==> config.mk <==
export PLATFORM = sky130hd
export DESIGN_NAME = rv32i_instruction_decoder
export DESIGN_NICKNAME = d
export VERILOG_FILES = /design/src/sv/rv32d_pkg.sv /design/src/sv/rv32d_decode.sv /design/src/sv/rv32i_instruction_decoder.sv
export SDC_FILE = /design/constraint.sdc
export NUM_CORES = 1
export LEC_CHECK = 0
export ABC_CLOCK_PERIOD_IN_PS = 16000
export BUFFER_PORTS_ARGS = -buffer_cell sky130_fd_sc_hd__buf_4
export CORE_MARGIN = 2
export CORE_UTILIZATION = 50
export DETAILED_ROUTE_END_ITERATION = 10
export MAX_ROUTING_LAYER = met4
export PLACE_DENSITY = 0.74
export SYNTH_ARGS = -nofsm -noshare
export SYNTH_HDL_FRONTEND = slang
export SYNTH_SLANG_ARGS = --single-unit
==> constraint.sdc <==
create_clock -name clock -period 16 [get_ports clock]
set_input_delay 3.2 -clock clock [delete_from_list [all_inputs] [get_ports clock]]
set_output_delay 3.2 -clock clock [all_outputs]
set_load 0.01 [all_outputs]
==> src/sv/rv32d_pkg.sv <==
// rv32i decoder package: instruction codes, decode result record and funct3 code tables
// no dependencies

package rv32d_pkg;

   typedef enum logic [5:0] {
      CODE_ILLEGAL = 6'd0,
      CODE_LUI, CODE_AUIPC, CODE_JAL, CODE_JALR,
      CODE_BEQ, CODE_BNE, CODE_BLT, CODE_BGE, CODE_BLTU, CODE_BGEU,
      CODE_LB, CODE_LH, CODE_LW, CODE_LBU, CODE_LHU,
      CODE_SB, CODE_SH, CODE_SW,
      CODE_ADDI, CODE_SLTI, CODE_SLTIU, CODE_XORI, CODE_ORI, CODE_ANDI,
      CODE_SLLI, CODE_SRLI, CODE_SRAI,
      CODE_ADD, CODE_SUB, CODE_SLL, CODE_SLT, CODE_SLTU, CODE_XOR, CODE_SRL, CODE_SRA,
      CODE_OR, CODE_AND,
      CODE_ECALL, CODE_EBREAK,
      CODE_CSRRW, CODE_CSRRS, CODE_CSRRC, CODE_CSRRWI, CODE_CSRRSI, CODE_CSRRCI
   } code_type;

   typedef struct packed {
      code_type           code;
      logic [4:0]         rd;
      logic [4:0]         rs1;
      logic [4:0]         rs2;
      logic signed [31:0] imm;
      logic [31:0]        target;
      logic [11:0]        csr;
   } dec_result_type;

   function automatic code_type branch_code(input logic [2:0] f3);
      code_type c;
      unique case (f3)
         3'd0:    c = CODE_BEQ;
         3'd1:    c = CODE_BNE;
         3'd4:    c = CODE_BLT;
         3'd5:    c = CODE_BGE;
         3'd6:    c = CODE_BLTU;
         3'd7:    c = CODE_BGEU;
         default: c = CODE_ILLEGAL;
      endcase
      return c;
   endfunction

   function automatic code_type load_code(input logic [2:0] f3);
      code_type c;
      unique case (f3)
         3'd0:    c = CODE_LB;
         3'd1:    c = CODE_LH;
         3'd2:    c = CODE_LW;
         3'd4:    c = CODE_LBU;
         3'd5:    c = CODE_LHU;
         default: c = CODE_ILLEGAL;
      endcase
      return c;
   endfunction

   function automatic code_type store_code(input logic [2:0] f3);
      code_type c;
      unique case (f3)
         3'd0:    c = CODE_SB;
         3'd1:    c = CODE_SH;
         3'd2:    c = CODE_SW;
         default: c = CODE_ILLEGAL;
      endcase
      return c;
   endfunction

   function automatic code_type alui_code(input logic [2:0] f3);
      code_type c;
      unique case (f3)
         3'd0:    c = CODE_ADDI;
         3'd2:    c = CODE_SLTI;
         3'd3:    c = CODE_SLTIU;
         3'd4:    c = CODE_XORI;
         3'd6:    c = CODE_ORI;
         3'd7:    c = CODE_ANDI;
         default: c = CODE_ILLEGAL;
      endcase
      return c;
   endfunction

   function automatic code_type alu_code(input logic [2:0] f3);
      code_type c;
      unique case (f3)
         3'd0:    c = CODE_ADD;
         3'd1:    c = CODE_SLL;
         3'd2:    c = CODE_SLT;
         3'd3:    c = CODE_SLTU;
         3'd4:    c = CODE_XOR;
         3'd5:    c = CODE_SRL;
         3'd6:    c = CODE_OR;
         3'd7:    c = CODE_AND;
         default: c = CODE_ILLEGAL;
      endcase
      return c;
   endfunction

   function automatic code_type csr_code(input logic [2:0] f3);
      code_type c;
      unique case (f3)
         3'd1:    c = CODE_CSRRW;
         3'd2:    c = CODE_CSRRS;
         3'd3:    c = CODE_CSRRC;
         3'd5:    c = CODE_CSRRWI;
         3'd6:    c = CODE_CSRRSI;
         3'd7:    c = CODE_CSRRCI;
         default: c = CODE_ILLEGAL;
      endcase
      return c;
   endfunction

endpackage

==> src/sv/rv32d_decode.sv <==
// combinational rv32i decode: code, register fields, immediate, csr number, pc-relative target
// depends on rv32d_pkg

module rv32d_decode (
   input  logic [31:0]             instr_address,
   input  logic [31:0]             instruction_word,
   output rv32d_pkg::dec_result_type result
);
   import rv32d_pkg::*;

   typedef enum logic [3:0] {
      FMT_NONE, FMT_U, FMT_J, FMT_I, FMT_S, FMT_B, FMT_R, FMT_SH, FMT_CSR
   } fmt_type;

   localparam logic [6:0] OP_LUI    = 7'h37;
   localparam logic [6:0] OP_AUIPC  = 7'h17;
   localparam logic [6:0] OP_JAL    = 7'h6f;
   localparam logic [6:0] OP_JALR   = 7'h67;
   localparam logic [6:0] OP_BRANCH = 7'h63;
   localparam logic [6:0] OP_LOAD   = 7'h03;
   localparam logic [6:0] OP_STORE  = 7'h23;
   localparam logic [6:0] OP_ALUI   = 7'h13;
   localparam logic [6:0] OP_ALU    = 7'h33;
   localparam logic [6:0] OP_SYSTEM = 7'h73;
   localparam logic [31:0] WORD_ECALL  = 32'h0000_0073;
   localparam logic [31:0] WORD_EBREAK = 32'h0010_0073;
   localparam logic [6:0] F7_ZERO = 7'h00;
   localparam logic [6:0] F7_ALT  = 7'h20;

   logic [31:0] w;
   logic [6:0]  op;
   logic [2:0]  f3;
   logic [6:0]  f7;
   code_type    code;
   fmt_type     fmt;
   logic [31:0] imm_i, imm_s, imm_b, imm_j, imm_u;
   logic [31:0] pc_sum;

   assign w  = instruction_word;
   assign op = w[6:0];
   assign f3 = w[14:12];
   assign f7 = w[31:25];

   assign imm_i = {{20{w[31]}}, w[31:20]};
   assign imm_s = {{20{w[31]}}, w[31:25], w[11:7]};
   assign imm_b = {{19{w[31]}}, w[31], w[7], w[30:25], w[11:8], 1'b0};
   assign imm_j = {{11{w[31]}}, w[31], w[19:12], w[20], w[30:21], 1'b0};
   assign imm_u = {w[31:12], 12'h000};

   always_comb begin
      code = CODE_ILLEGAL;
      fmt  = FMT_NONE;
      unique case (op)
         OP_LUI: begin
            code = CODE_LUI;
            fmt  = FMT_U;
         end
         OP_AUIPC: begin
            code = CODE_AUIPC;
            fmt  = FMT_U;
         end
         OP_JAL: begin
            code = CODE_JAL;
            fmt  = FMT_J;
         end
         OP_JALR: begin
            if (f3 == 3'd0) begin
               code = CODE_JALR;
               fmt  = FMT_I;
            end
         end
         OP_BRANCH: begin
            code = branch_code(f3);
            fmt  = FMT_B;
         end
         OP_LOAD: begin
            code = load_code(f3);
            fmt  = FMT_I;
         end
         OP_STORE: begin
            code = store_code(f3);
            fmt  = FMT_S;
         end
         OP_ALUI: begin
            priority if (f3 == 3'd1) begin
               if (f7 == F7_ZERO) begin
                  code = CODE_SLLI;
                  fmt  = FMT_SH;
               end
            end else if (f3 == 3'd5) begin
               priority if (f7 == F7_ZERO) begin
                  code = CODE_SRLI;
                  fmt  = FMT_SH;
               end else if (f7 == F7_ALT) begin
                  code = CODE_SRAI;
                  fmt  = FMT_SH;
               end else begin
                  code = CODE_ILLEGAL;
               end
            end else begin
               code = alui_code(f3);
               fmt  = FMT_I;
            end
         end
         OP_ALU: begin
            priority if (f7 == F7_ZERO) begin
               code = alu_code(f3);
               fmt  = FMT_R;
            end else if (f7 == F7_ALT && f3 == 3'd0) begin
               code = CODE_SUB;
               fmt  = FMT_R;
            end else if (f7 == F7_ALT && f3 == 3'd5) begin
               code = CODE_SRA;
               fmt  = FMT_R;
            end else begin
               code = CODE_ILLEGAL;
            end
         end
         OP_SYSTEM: begin
            priority if (w == WORD_ECALL) begin
               code = CODE_ECALL;
            end else if (w == WORD_EBREAK) begin
               code = CODE_EBREAK;
            end else begin
               code = csr_code(f3);
               fmt  = FMT_CSR;
            end
         end
         default: begin
            code = CODE_ILLEGAL;
         end
      endcase
   end

   // one adder shared by jal and branches
   assign pc_sum = instr_address + ((fmt == FMT_J) ? imm_j : imm_b);

   always_comb begin
      result        = '0;
      result.code   = code;
      if (code != CODE_ILLEGAL) begin
         unique case (fmt)
            FMT_U: begin
               result.rd  = w[11:7];
               result.imm = imm_u;
            end
            FMT_J: begin
               result.rd     = w[11:7];
               result.imm    = imm_j;
               result.target = pc_sum;
            end
            FMT_I: begin
               result.rd  = w[11:7];
               result.rs1 = w[19:15];
               result.imm = imm_i;
            end
            FMT_SH: begin
               result.rd  = w[11:7];
               result.rs1 = w[19:15];
               result.imm = {27'd0, w[24:20]};
            end
            FMT_S: begin
               result.rs1 = w[19:15];
               result.rs2 = w[24:20];
               result.imm = imm_s;
            end
            FMT_B: begin
               result.rs1    = w[19:15];
               result.rs2    = w[24:20];
               result.imm    = imm_b;
               result.target = pc_sum;
            end
            FMT_R: begin
               result.rd  = w[11:7];
               result.rs1 = w[19:15];
               result.rs2 = w[24:20];
            end
            FMT_CSR: begin
               result.rd  = w[11:7];
               result.rs1 = w[19:15];
               result.csr = w[31:20];
            end
            default: begin
               result.rd = 5'd0;
            end
         endcase
      end
   end

endmodule

==> src/sv/rv32i_instruction_decoder.sv <==
// rv32i instruction decoder top level: input register, decode logic, result register
// rsp_valid rises once the req has passed through the input register and the result register;
// throughput one instruction per cycle, set by the single decode pass between
// the two pipeline registers, stalls only on rsp_ready
// synchronous active-high reset empties both registers; no other state
// depends on rv32d_pkg and rv32d_decode

module rv32i_instruction_decoder (
   input  logic               clock,
   input  logic               reset,
   input  logic               req_valid,
   output logic               req_ready,
   input  logic [31:0]        req_instr_address,
   input  logic [31:0]        req_instruction_word,
   output logic               rsp_valid,
   input  logic               rsp_ready,
   output logic [5:0]         rsp_mnemonic_code,
   output logic [4:0]         rsp_dest_reg,
   output logic [4:0]         rsp_src1_reg,
   output logic [4:0]         rsp_src2_reg,
   output logic signed [31:0] rsp_immediate,
   output logic [31:0]        rsp_target_address,
   output logic [11:0]        rsp_csr_number
);
   import rv32d_pkg::*;

   logic           in_valid_ff;
   logic [31:0]    in_addr_ff;
   logic [31:0]    in_word_ff;
   logic           out_valid_ff;
   dec_result_type out_ff;
   dec_result_type dec_in;
   logic           adv_out;
   logic           adv_in;

   assign adv_out   = !out_valid_ff || rsp_ready;
   assign adv_in    = !in_valid_ff || adv_out;
   assign req_ready = adv_in;

   always_ff @(posedge clock) begin
      if (reset) begin
         in_valid_ff <= 1'b0;
      end else if (adv_in) begin
         in_valid_ff <= req_valid;
      end
      if (adv_in && req_valid) begin
         in_addr_ff <= req_instr_address;
         in_word_ff <= req_instruction_word;
      end
   end

   rv32d_decode u_decode (
      .instr_address    (in_addr_ff),
      .instruction_word (in_word_ff),
      .result           (dec_in)
   );

   always_ff @(posedge clock) begin
      if (reset) begin
         out_valid_ff <= 1'b0;
      end else if (adv_out) begin
         out_valid_ff <= in_valid_ff;
      end
      if (adv_out && in_valid_ff) begin
         out_ff <= dec_in;
      end
   end

   assign rsp_valid          = out_valid_ff;
   assign rsp_mnemonic_code  = out_ff.code;
   assign rsp_dest_reg       = out_ff.rd;
   assign rsp_src1_reg       = out_ff.rs1;
   assign rsp_src2_reg       = out_ff.rs2;
   assign rsp_immediate      = out_ff.imm;
   assign rsp_target_address = out_ff.target;
   assign rsp_csr_number     = out_ff.csr;

`ifndef SYNTH
   a_illegal_zero: assert property (@(posedge clock) disable iff (reset)
      out_valid_ff && out_ff.code == CODE_ILLEGAL |->
         out_ff.rd == 5'd0 && out_ff.rs1 == 5'd0 && out_ff.rs2 == 5'd0 &&
         out_ff.imm == 32'sd0 && out_ff.target == 32'd0 && out_ff.csr == 12'd0)
      else $error("illegal instruction with nonzero fields");

   a_target_only_jumps: assert property (@(posedge clock) disable iff (reset)
      out_valid_ff && out_ff.target != 32'd0 |->
         out_ff.code == CODE_JAL || out_ff.code == CODE_BEQ || out_ff.code == CODE_BNE ||
         out_ff.code == CODE_BLT || out_ff.code == CODE_BGE || out_ff.code == CODE_BLTU ||
         out_ff.code == CODE_BGEU)
      else $error("target set for a non-jump instruction");

   a_csr_only_csr: assert property (@(posedge clock) disable iff (reset)
      out_valid_ff && out_ff.csr != 12'd0 |->
         out_ff.code == CODE_CSRRW || out_ff.code == CODE_CSRRS ||
         out_ff.code == CODE_CSRRC || out_ff.code == CODE_CSRRWI ||
         out_ff.code == CODE_CSRRSI || out_ff.code == CODE_CSRRCI)
      else $error("csr number set for a non-csr instruction");

   a_pipe_moves: assert property (@(posedge clock) disable iff (reset)
      in_valid_ff && adv_out |=> out_valid_ff)
      else $error("decoded instruction lost between stages");
`endif

endmodule
==> summary.md, run 1 <==
| Metric | Value |
|---|---|
| Synth Instances | `706` |
| DR WL met3 | `1642 um` |
| Initial antenna violation count | `0` |
| Layout fillers | `1278` |
| Hold path depth | `2` |
| Core ar. | `16410 um2` |
| Reg-to-Reg End | `rsp_target_address[25]` |
| R2r startpoint | `in_word_ff[6]` |
| Crit path top cell by count | `buf_4` |
| Per-cell routed wire length | `19.55 um` |
| Commonest register cell after synthesis | `edfxtp_1` |
| Asr flop ratio synth | `0%` |
| WL met1 | `9070 um` |
| Initial Util | `50.60%` |
| RSZ-0062 raised after global routing | `no` |
| Buffers and inverters on the worst path | `2` |
| Final setup violation count | `0` |
| Post-synth EDFFs | `161` |
| Critical path's slowest cell | `nor2b_1` |
| Top-count cell post-synth | `edfxtp_1` |
| DR DRC count | `0` |
| Vias in the first global route | `6077` |
| Cell Pwr Density | `101.9 nW/um2` |
| Yosys top cell area share | `58.24%` |
| Slowest stage delay, CP | `0.32 ns` |
| Slew Limit Fails | `0` |
| Outcome | `complete, no violations` |
| Largest net degree at the start of global routing | `83` |
| Die width | `132.9 um` |
| PostCTS Resize Cnt | `0` |
| CTS tree | `done` |
| Post-synthesis average cell area | `11.76 um2` |
| Hold Vio Cnt, Final | `0` |
| Clk sinks | `168` |
| Synthesis-to-layout area growth | `24.37%` |
| Drt pass-1 iters | `5` |
| Max-Cap Viols | `0` |
| Vias/cell | `5.686` |
| Flop2flop setup slack | `11.20 ns` |
| DRT iter0 DRCs | `569` |
| Remaining global-route overflow | `0` |
| Clk_skew | `0.01068 ns` |
| Highest metal used | `met4` |
| TritonCTS Buffers | `17` |
| GP Congestion | `0.9969` |
| Ports | `167` |
| Yosys reg bits | `168` |
| WP data required | `12.80 ns` |
| Final Net Count | `972` |
| Setup Buffers After CTS | `0` |
| Setup_tns | `0 ns` |
| Total track usage | `25.36%` |
| R2R cell count | `17` |
| Port Buffers | `166` |
| DRT Wirelength | `21540 um` |
| Pleak | `3.964 nW` |
| Share of post-route cells with drive strength above 1 | `26.08%` |
| Max Freq | `0.1404 GHz` |
| Die H | `132.9 um` |
| Hold path startpoint | `in_valid_ff` |
| Vias | `6266` |
| Area contributors post-synth | `edfxtp_1, ha_1, a21oi_1, nor2_1, nand2_1` |
| Max-slew headroom | `19.18%` |
| ANT cells | `0` |
| Tcrit/Tclk final | `44.52%` |
| Yosys cell types | `61` |
| Setup crit end kind | `output pin` |
| Final min period | `7.123 ns` |
| Crit path launch type | `primary input` |
| Critical Path AT | `3.92 ns` |
| Post-route ant nets | `0` |
| CTS HTree Levels | `4` |
| Synth cell count leaders | `edfxtp_1, nor2_1, a21oi_1` |
| Skew-Pair Late Insertion Delay | `0.43 ns` |
| Worst VDD drop | `74.65 uV` |
| Met2 Wirelength | `10420 um` |
| Hold EP | `rsp_valid` |
| Yosys warns | `0` |
| Cell Area, Synth | `8302 um2` |
| First-pass GRT wire length | `33310 um` |
| Tot Pwr | `1.053 mW` |
| Delay-heaviest family, CP | `simple AND/OR/NAND/NOR gates` |
| Clk slew on worst S/H paths | `0.07 ns` |
| Area leader, netlist | `edfxtp_1` |
| Crit-path cells | `buf_4, nor2b_1, nand2_1, buf_4` |
| Min-Delay Path Class | `flip-flop to flip-flop` |
| Worst-margin pin slew | `1.200 ns` |
| DP HPWL | `15330 um` |
| Total Die Area | `17650 um2` |
| Crit-path max FO | `4` |
| Row Count | `47` |
| Root buf cell | `clkbuf_16` |
| CTS max path bufs | `2` |
| Register area share after synthesis | `59.92%` |
| Hold_buf cts | `0` |
| Kind of critical path | `primary input to output pin` |
| Synth Net Count | `809` |
==> layer usage <==
layer | vias up | GRT usage (%)
met3 | 33 | 4.674
met4 | 0 | 8.423
met2 | 335 | 40.67
li1 | 2959 | -
met5 | - | -
met1 | 2939 | 32.80
==> placed cells by master, fill, tap and decap left out, types with 5 or more instances in the layout <==
master       n
nor3_1      18
a21oi_1     60
ha_1        34
xnor2_1     11
clkbuf_16   17
nand2b_1     7
buf_4      172
nand4_1      5
and2_1      24
xor2_1      10
nand2_1     50
o21bai_1     5
edfxtp_1   161
inv_6        6
mux2i_1      7
nor2_1      70
mux2_2       9
or2_2        7
dfxtp_1      7
nor2b_1     15
nand3_1     14
o21ai_0     30
a211oi_1     9
o211ai_1     5
inv_1       22
a31oi_1     10
or3_1        6
a21o_1      18
==> cells by family (layout without fill, tap and decap cells) <==
group                      after synthesis  after routing  share of synthesized area (%)
and+or+nand+nor                        251            251                          15.57
AOI/OAI and AO/OA                      164            164                          12.34
muxes                                   16             16                          2.065
adders and majority gates               35             35                          5.366
DFF                                    168            168                          59.92
xor gates and xnor gates                21             21                          2.215
buffers and inverters                   51            227                          2.517
==> power by group <==
| group | internal (mW) | switching (mW) |
|---|---|---|
| Clock | 0.206 | 0.186 |
| Combinational | 0.0613 | 0.0746 |
| Sequential | 0.507 | 0.0181 |
| Total | 0.774 | 0.279 |
==> final cells by class <==
| cell class | count | area (um2) | share of cell area [%] |
|---|---|---|---|
| sequential | 168 | 4975 | 48.18 |
| multi-input combinational | 487 | 3132 | 30.33 |
| timing repair buffer | 172 | 1291 | 12.51 |
| clock buffer | 17 | 425.4 | 4.120 |
| tap | 220 | 275.3 | 2.666 |
| clock inverter | 15 | 140.1 | 1.357 |
| inverter | 23 | 86.33 | 0.8362 |
==> how the worst max path moves through the flow <==
| stage | start | endpoint | slack (ns) | depth (start not counted) |
|---|---|---|---|---|
| floorplan | rsp_ready | rsp_csr_number[0] | 7.86 | 2 |
| global placement | rsp_ready | req_ready | 8.93 | 4 |
| detailed placement | rsp_ready | req_ready | 8.89 | 4 |
| CTS | rsp_ready | req_ready | 8.88 | 4 |
| global route | rsp_ready | req_ready | 8.82 | 4 |
| finish | rsp_ready | req_ready | 8.88 | 4 |
==> worst reg2reg max path, delay by kind of cell, from the launching register on <==
family                   cells  cell delay, ns
multiplexers                 1            0.20
AND/OR/NAND/NOR              4            0.86
adder cells (fa/ha/maj)      2            0.56
buffers and inverters        2            0.32
flip-flops                   1            0.52
AO/OA/AOI/OAI                8            2.16
==> per-stage QoR <==
step | instance area, um2 | setup slack, ns | hold slack [ns] | util (%) | instances
after floorplan | 8302 | 7.858 | 0.4778 | - | 706
after global placement | 9759 | 8.926 | 0.5038 | 59.48 | 1070
after detailed placement | 9759 | 8.886 | 0.5040 | 59.48 | 1070
after CTS | 10320 | 8.877 | 0.5197 | 62.93 | 1102
after global routing | 10320 | 8.818 | 0.5450 | 62.93 | 1102
final | 10320 | 8.877 | 0.5167 | 62.93 | 1102
(Power assumes the default switching activity.)
==> run 2: changes to the inputs <==
--- a/config.mk
+++ b/config.mk
@@ -5,13 +5,13 @@
 export SDC_FILE = /design/constraint.sdc
 export NUM_CORES = 1
 export LEC_CHECK = 0
-export ABC_CLOCK_PERIOD_IN_PS = 16000
+export ABC_CLOCK_PERIOD_IN_PS = 6500
 export BUFFER_PORTS_ARGS = -buffer_cell sky130_fd_sc_hd__buf_4
 export CORE_MARGIN = 2
 export CORE_UTILIZATION = 50
 export DETAILED_ROUTE_END_ITERATION = 10
 export MAX_ROUTING_LAYER = met4
-export PLACE_DENSITY = 0.74
+export PLACE_DENSITY = 0.77
 export SYNTH_ARGS = -nofsm -noshare
 export SYNTH_HDL_FRONTEND = slang
 export SYNTH_SLANG_ARGS = --single-unit
==> constraint.sdc (replaced) <==
create_clock -name clock -period 6.5 [get_ports clock]
set_input_delay 1.3 -clock clock [delete_from_list [all_inputs] [get_ports clock]]
set_output_delay 1.3 -clock clock [all_outputs]
set_load 0.01 [all_outputs]
==> summary.md, run 2 (synthesis gave the netlist of run 1 again) <==
| Metric | Value |
|---|---|
| Outcome | `complete, no violations (unchanged)` |
| CTS max path bufs | `2 (unchanged)` |
| Post-route ant nets | `0 (unchanged)` |
| Clk sinks | `168 (unchanged)` |
| WP data required | `6.67 ns (was 12.80 ns)` |
| Per-cell routed wire length | `18.52 um (was 19.55 um)` |
| TritonCTS Buffers | `17 (unchanged)` |
| Total Die Area | `17650 um2 (unchanged)` |
| Vias in the first global route | `5698 (was 6077)` |
| Setup Buffers After CTS | `0 (unchanged)` |
| Critical path's slowest cell | `edfxtp_1 (was nor2b_1)` |
| Share of post-route cells with drive strength above 1 | `25.77% (was 26.08%)` |
| RSZ-0062 raised after global routing | `no (unchanged)` |
| Drt pass-1 iters | `5 (unchanged)` |
| Commonest non-fill, non-tap cell in the layout | `buf_4 (unchanged)` |
| Setup crit end kind | `flip-flop (was output pin)` |
| Buffers and inverters on the worst path | `2 (unchanged)` |
| DP Worst Slack | `1.923 ns (was 8.886 ns)` |
| Crit-path max FO | `18 (was 4)` |
| R2R cell count | `17 (unchanged)` |
| Clk slew on worst S/H paths | `0.06 ns (was 0.07 ns)` |
| CTS tree | `done (unchanged)` |
| Root buf cell | `clkbuf_16 (unchanged)` |
| Reg-to-Reg End | `rsp_target_address[29] (was rsp_target_address[25])` |
| Vias/cell | `5.605 (was 5.686)` |
| Largest net degree at the start of global routing | `73 (was 83)` |
| Worst VDD drop | `177.4 uV (was 74.65 uV)` |
| Die width | `132.9 um (unchanged)` |
| PostCTS Resize Cnt | `0 (unchanged)` |
| Dpl cells | `1070 (unchanged)` |
| GP Congestion | `0.9458 (was 0.9969)` |
| Setup_tns | `0 ns (unchanged)` |
| Core ar. | `16410 um2 (unchanged)` |
| Die H | `132.9 um (unchanged)` |
| Max-Cap Viols | `0 (unchanged)` |
| Port Buffers | `166 (unchanged)` |
| Layout fillers | `1300 (was 1278)` |
| Initial Util | `50.60% (unchanged)` |
| Hold_buf cts | `0 (unchanged)` |
| Delay-heaviest family, CP | `compound AO/OA/AOI/OAI gates (was simple AND/OR/NAND/NOR gates)` |
| Critical Path AT | `4.86 ns (was 3.92 ns)` |
| Hold EP | `rsp_target_address[0] (was rsp_valid)` |
| Max Freq | `0.2136 GHz` |
| Skew-Pair Late Insertion Delay | `0.43 ns (about the same)` |
| DRT Wirelength | `20400 um (was 21540 um)` |
| Flop2flop setup slack | `1.82 ns (was 11.20 ns)` |
| Setup WS post-layout | `1.819 ns (was 8.877 ns)` |
| Tcrit/Tclk final | `72.02%` |
| Kind of critical path | `flip-flop to flip-flop (was primary input to output pin)` |
| Hold path depth | `1 (was 2)` |
| Non-Filler Instances | `1101 (was 1102)` |
| Clk_skew | `0.01027 ns (was 0.01068 ns)` |
| Hold Vio Cnt, Final | `0 (unchanged)` |
| Vias | `6171 (was 6266)` |
| Min-Delay Path Class | `flip-flop to flip-flop (unchanged)` |
| Cell Pwr Density | `256.7 nW/um2 (was 101.9 nW/um2)` |
| DRT iter0 DRCs | `504 (was 569)` |
| Final min period | `4.681 ns` |
| Total track usage | `23.84% (was 25.36%)` |
| Max-slew headroom | `33.01% (was 19.18%)` |
| Ports | `167 (unchanged)` |
| ANT cells | `0 (unchanged)` |
| CTS HTree Levels | `4 (unchanged)` |
| Pleak | `3.974 nW (was 3.964 nW)` |
| Row Count | `47 (unchanged)` |
| Remaining global-route overflow | `0 (unchanged)` |
| R2r startpoint | `in_word_ff[5] (was in_word_ff[6])` |
| Crit-path cells | `nand2_1, or2_2, nor2_1, buf_4, mux2_2, ha_1, inv_1, fa_1, nor2b_1, o21ai_0, a211oi_1, a31oi_1, o21bai_1, a211o_1, a2111oi_0, o21ai_0, mux2_2 (was buf_4, nor2b_1, nand2_1, buf_4)` |
| First-pass GRT wire length | `31220 um (was 33310 um)` |
| Initial antenna violation count | `0 (unchanged)` |
| Synthesis-to-layout area growth | `24.90% (was 24.37%)` |
| Slowest stage delay, CP | `0.50 ns (was 0.32 ns)` |
| Worst-margin pin slew | `0.9943 ns (was 1.200 ns)` |
| Crit path launch type | `flip-flop (was primary input)` |
| Final Net Count | `972 (unchanged)` |
| Commonest cells after routing, fill and taps aside | `buf_4, edfxtp_1, nor2_1 (unchanged)` |
| Final setup violation count | `0 (unchanged)` |
| Hold path startpoint | `in_addr_ff[0] (was in_valid_ff)` |
| DR DRC count | `0 (unchanged)` |
| Slew Limit Fails | `0 (unchanged)` |
| DP HPWL | `14630 um (was 15330 um)` |
-- run 2: cell types whose count changed in the layout (fill, tap and decap cells not counted), sizes merged --
cell	change
inv	-8
clkinvlp	+2
clkbuf	+1
bufinv	+4
-- run 2: power by group --
group	internal [mW]	switching (mW)	total, mW
Clock	0.638	0.401	1.04
Combinational	0.151	0.178	0.329
Sequential	1.25	0.0454	1.29
Total	2.04	0.624	2.66
-- run 2: layer usage --
metal	global-route usage, %	wire length [um]
met2	36.93	9563
met4	6.750	371
met1	31.66	8757
met5	-	0
met3	5.594	1702
-- run 2: how the worst max path moves through the flow --
stage / start / endpoint / slack [ns] / depth (start not counted)
after floorplan: rsp_ready / rsp_csr_number[0] / 0.26 / 2
after global placement: in_word_ff[6] / rsp_target_address[29] / 2.05 / 17
after CTS: in_word_ff[4] / rsp_target_address[29] / 1.90 / 16
after detailed placement: in_word_ff[4] / rsp_target_address[29] / 1.92 / 16
after global routing: in_word_ff[5] / rsp_target_address[29] / 1.46 / 17
final: in_word_ff[5] / rsp_target_address[29] / 1.82 / 17
-- run 2: area by class of cell --
| class | instances | area [um2] | share of cell area (%) |
|---|---|---|---|
| Sequential cell | 168 | 4975 | 47.98 |
| Inverter | 23 | 86.33 | 0.8326 |
| Clock buffer | 18 | 429.2 | 4.139 |
| Tap cell | 220 | 275.3 | 2.655 |
| Timing Repair Buffer | 172 | 1291 | 12.45 |
| Clock inverter | 13 | 180.2 | 1.738 |
| Multi-Input combinational cell | 487 | 3132 | 30.20 |
-- run 2: through the flow --
stage	utilization, %	hold slack [ns]	instance area [um2]	power (mW)
2_1_floorplan	-	0.4778	8302	1.504
3_3_place_gp	59.48	0.5053	9759	1.639
3_5_place_dp	59.48	0.5042	9759	1.642
4_1_cts	63.20	0.5188	10370	2.670
5_1_grt	63.20	0.5465	10370	2.748
6_report	63.20	0.5175	10370	2.662
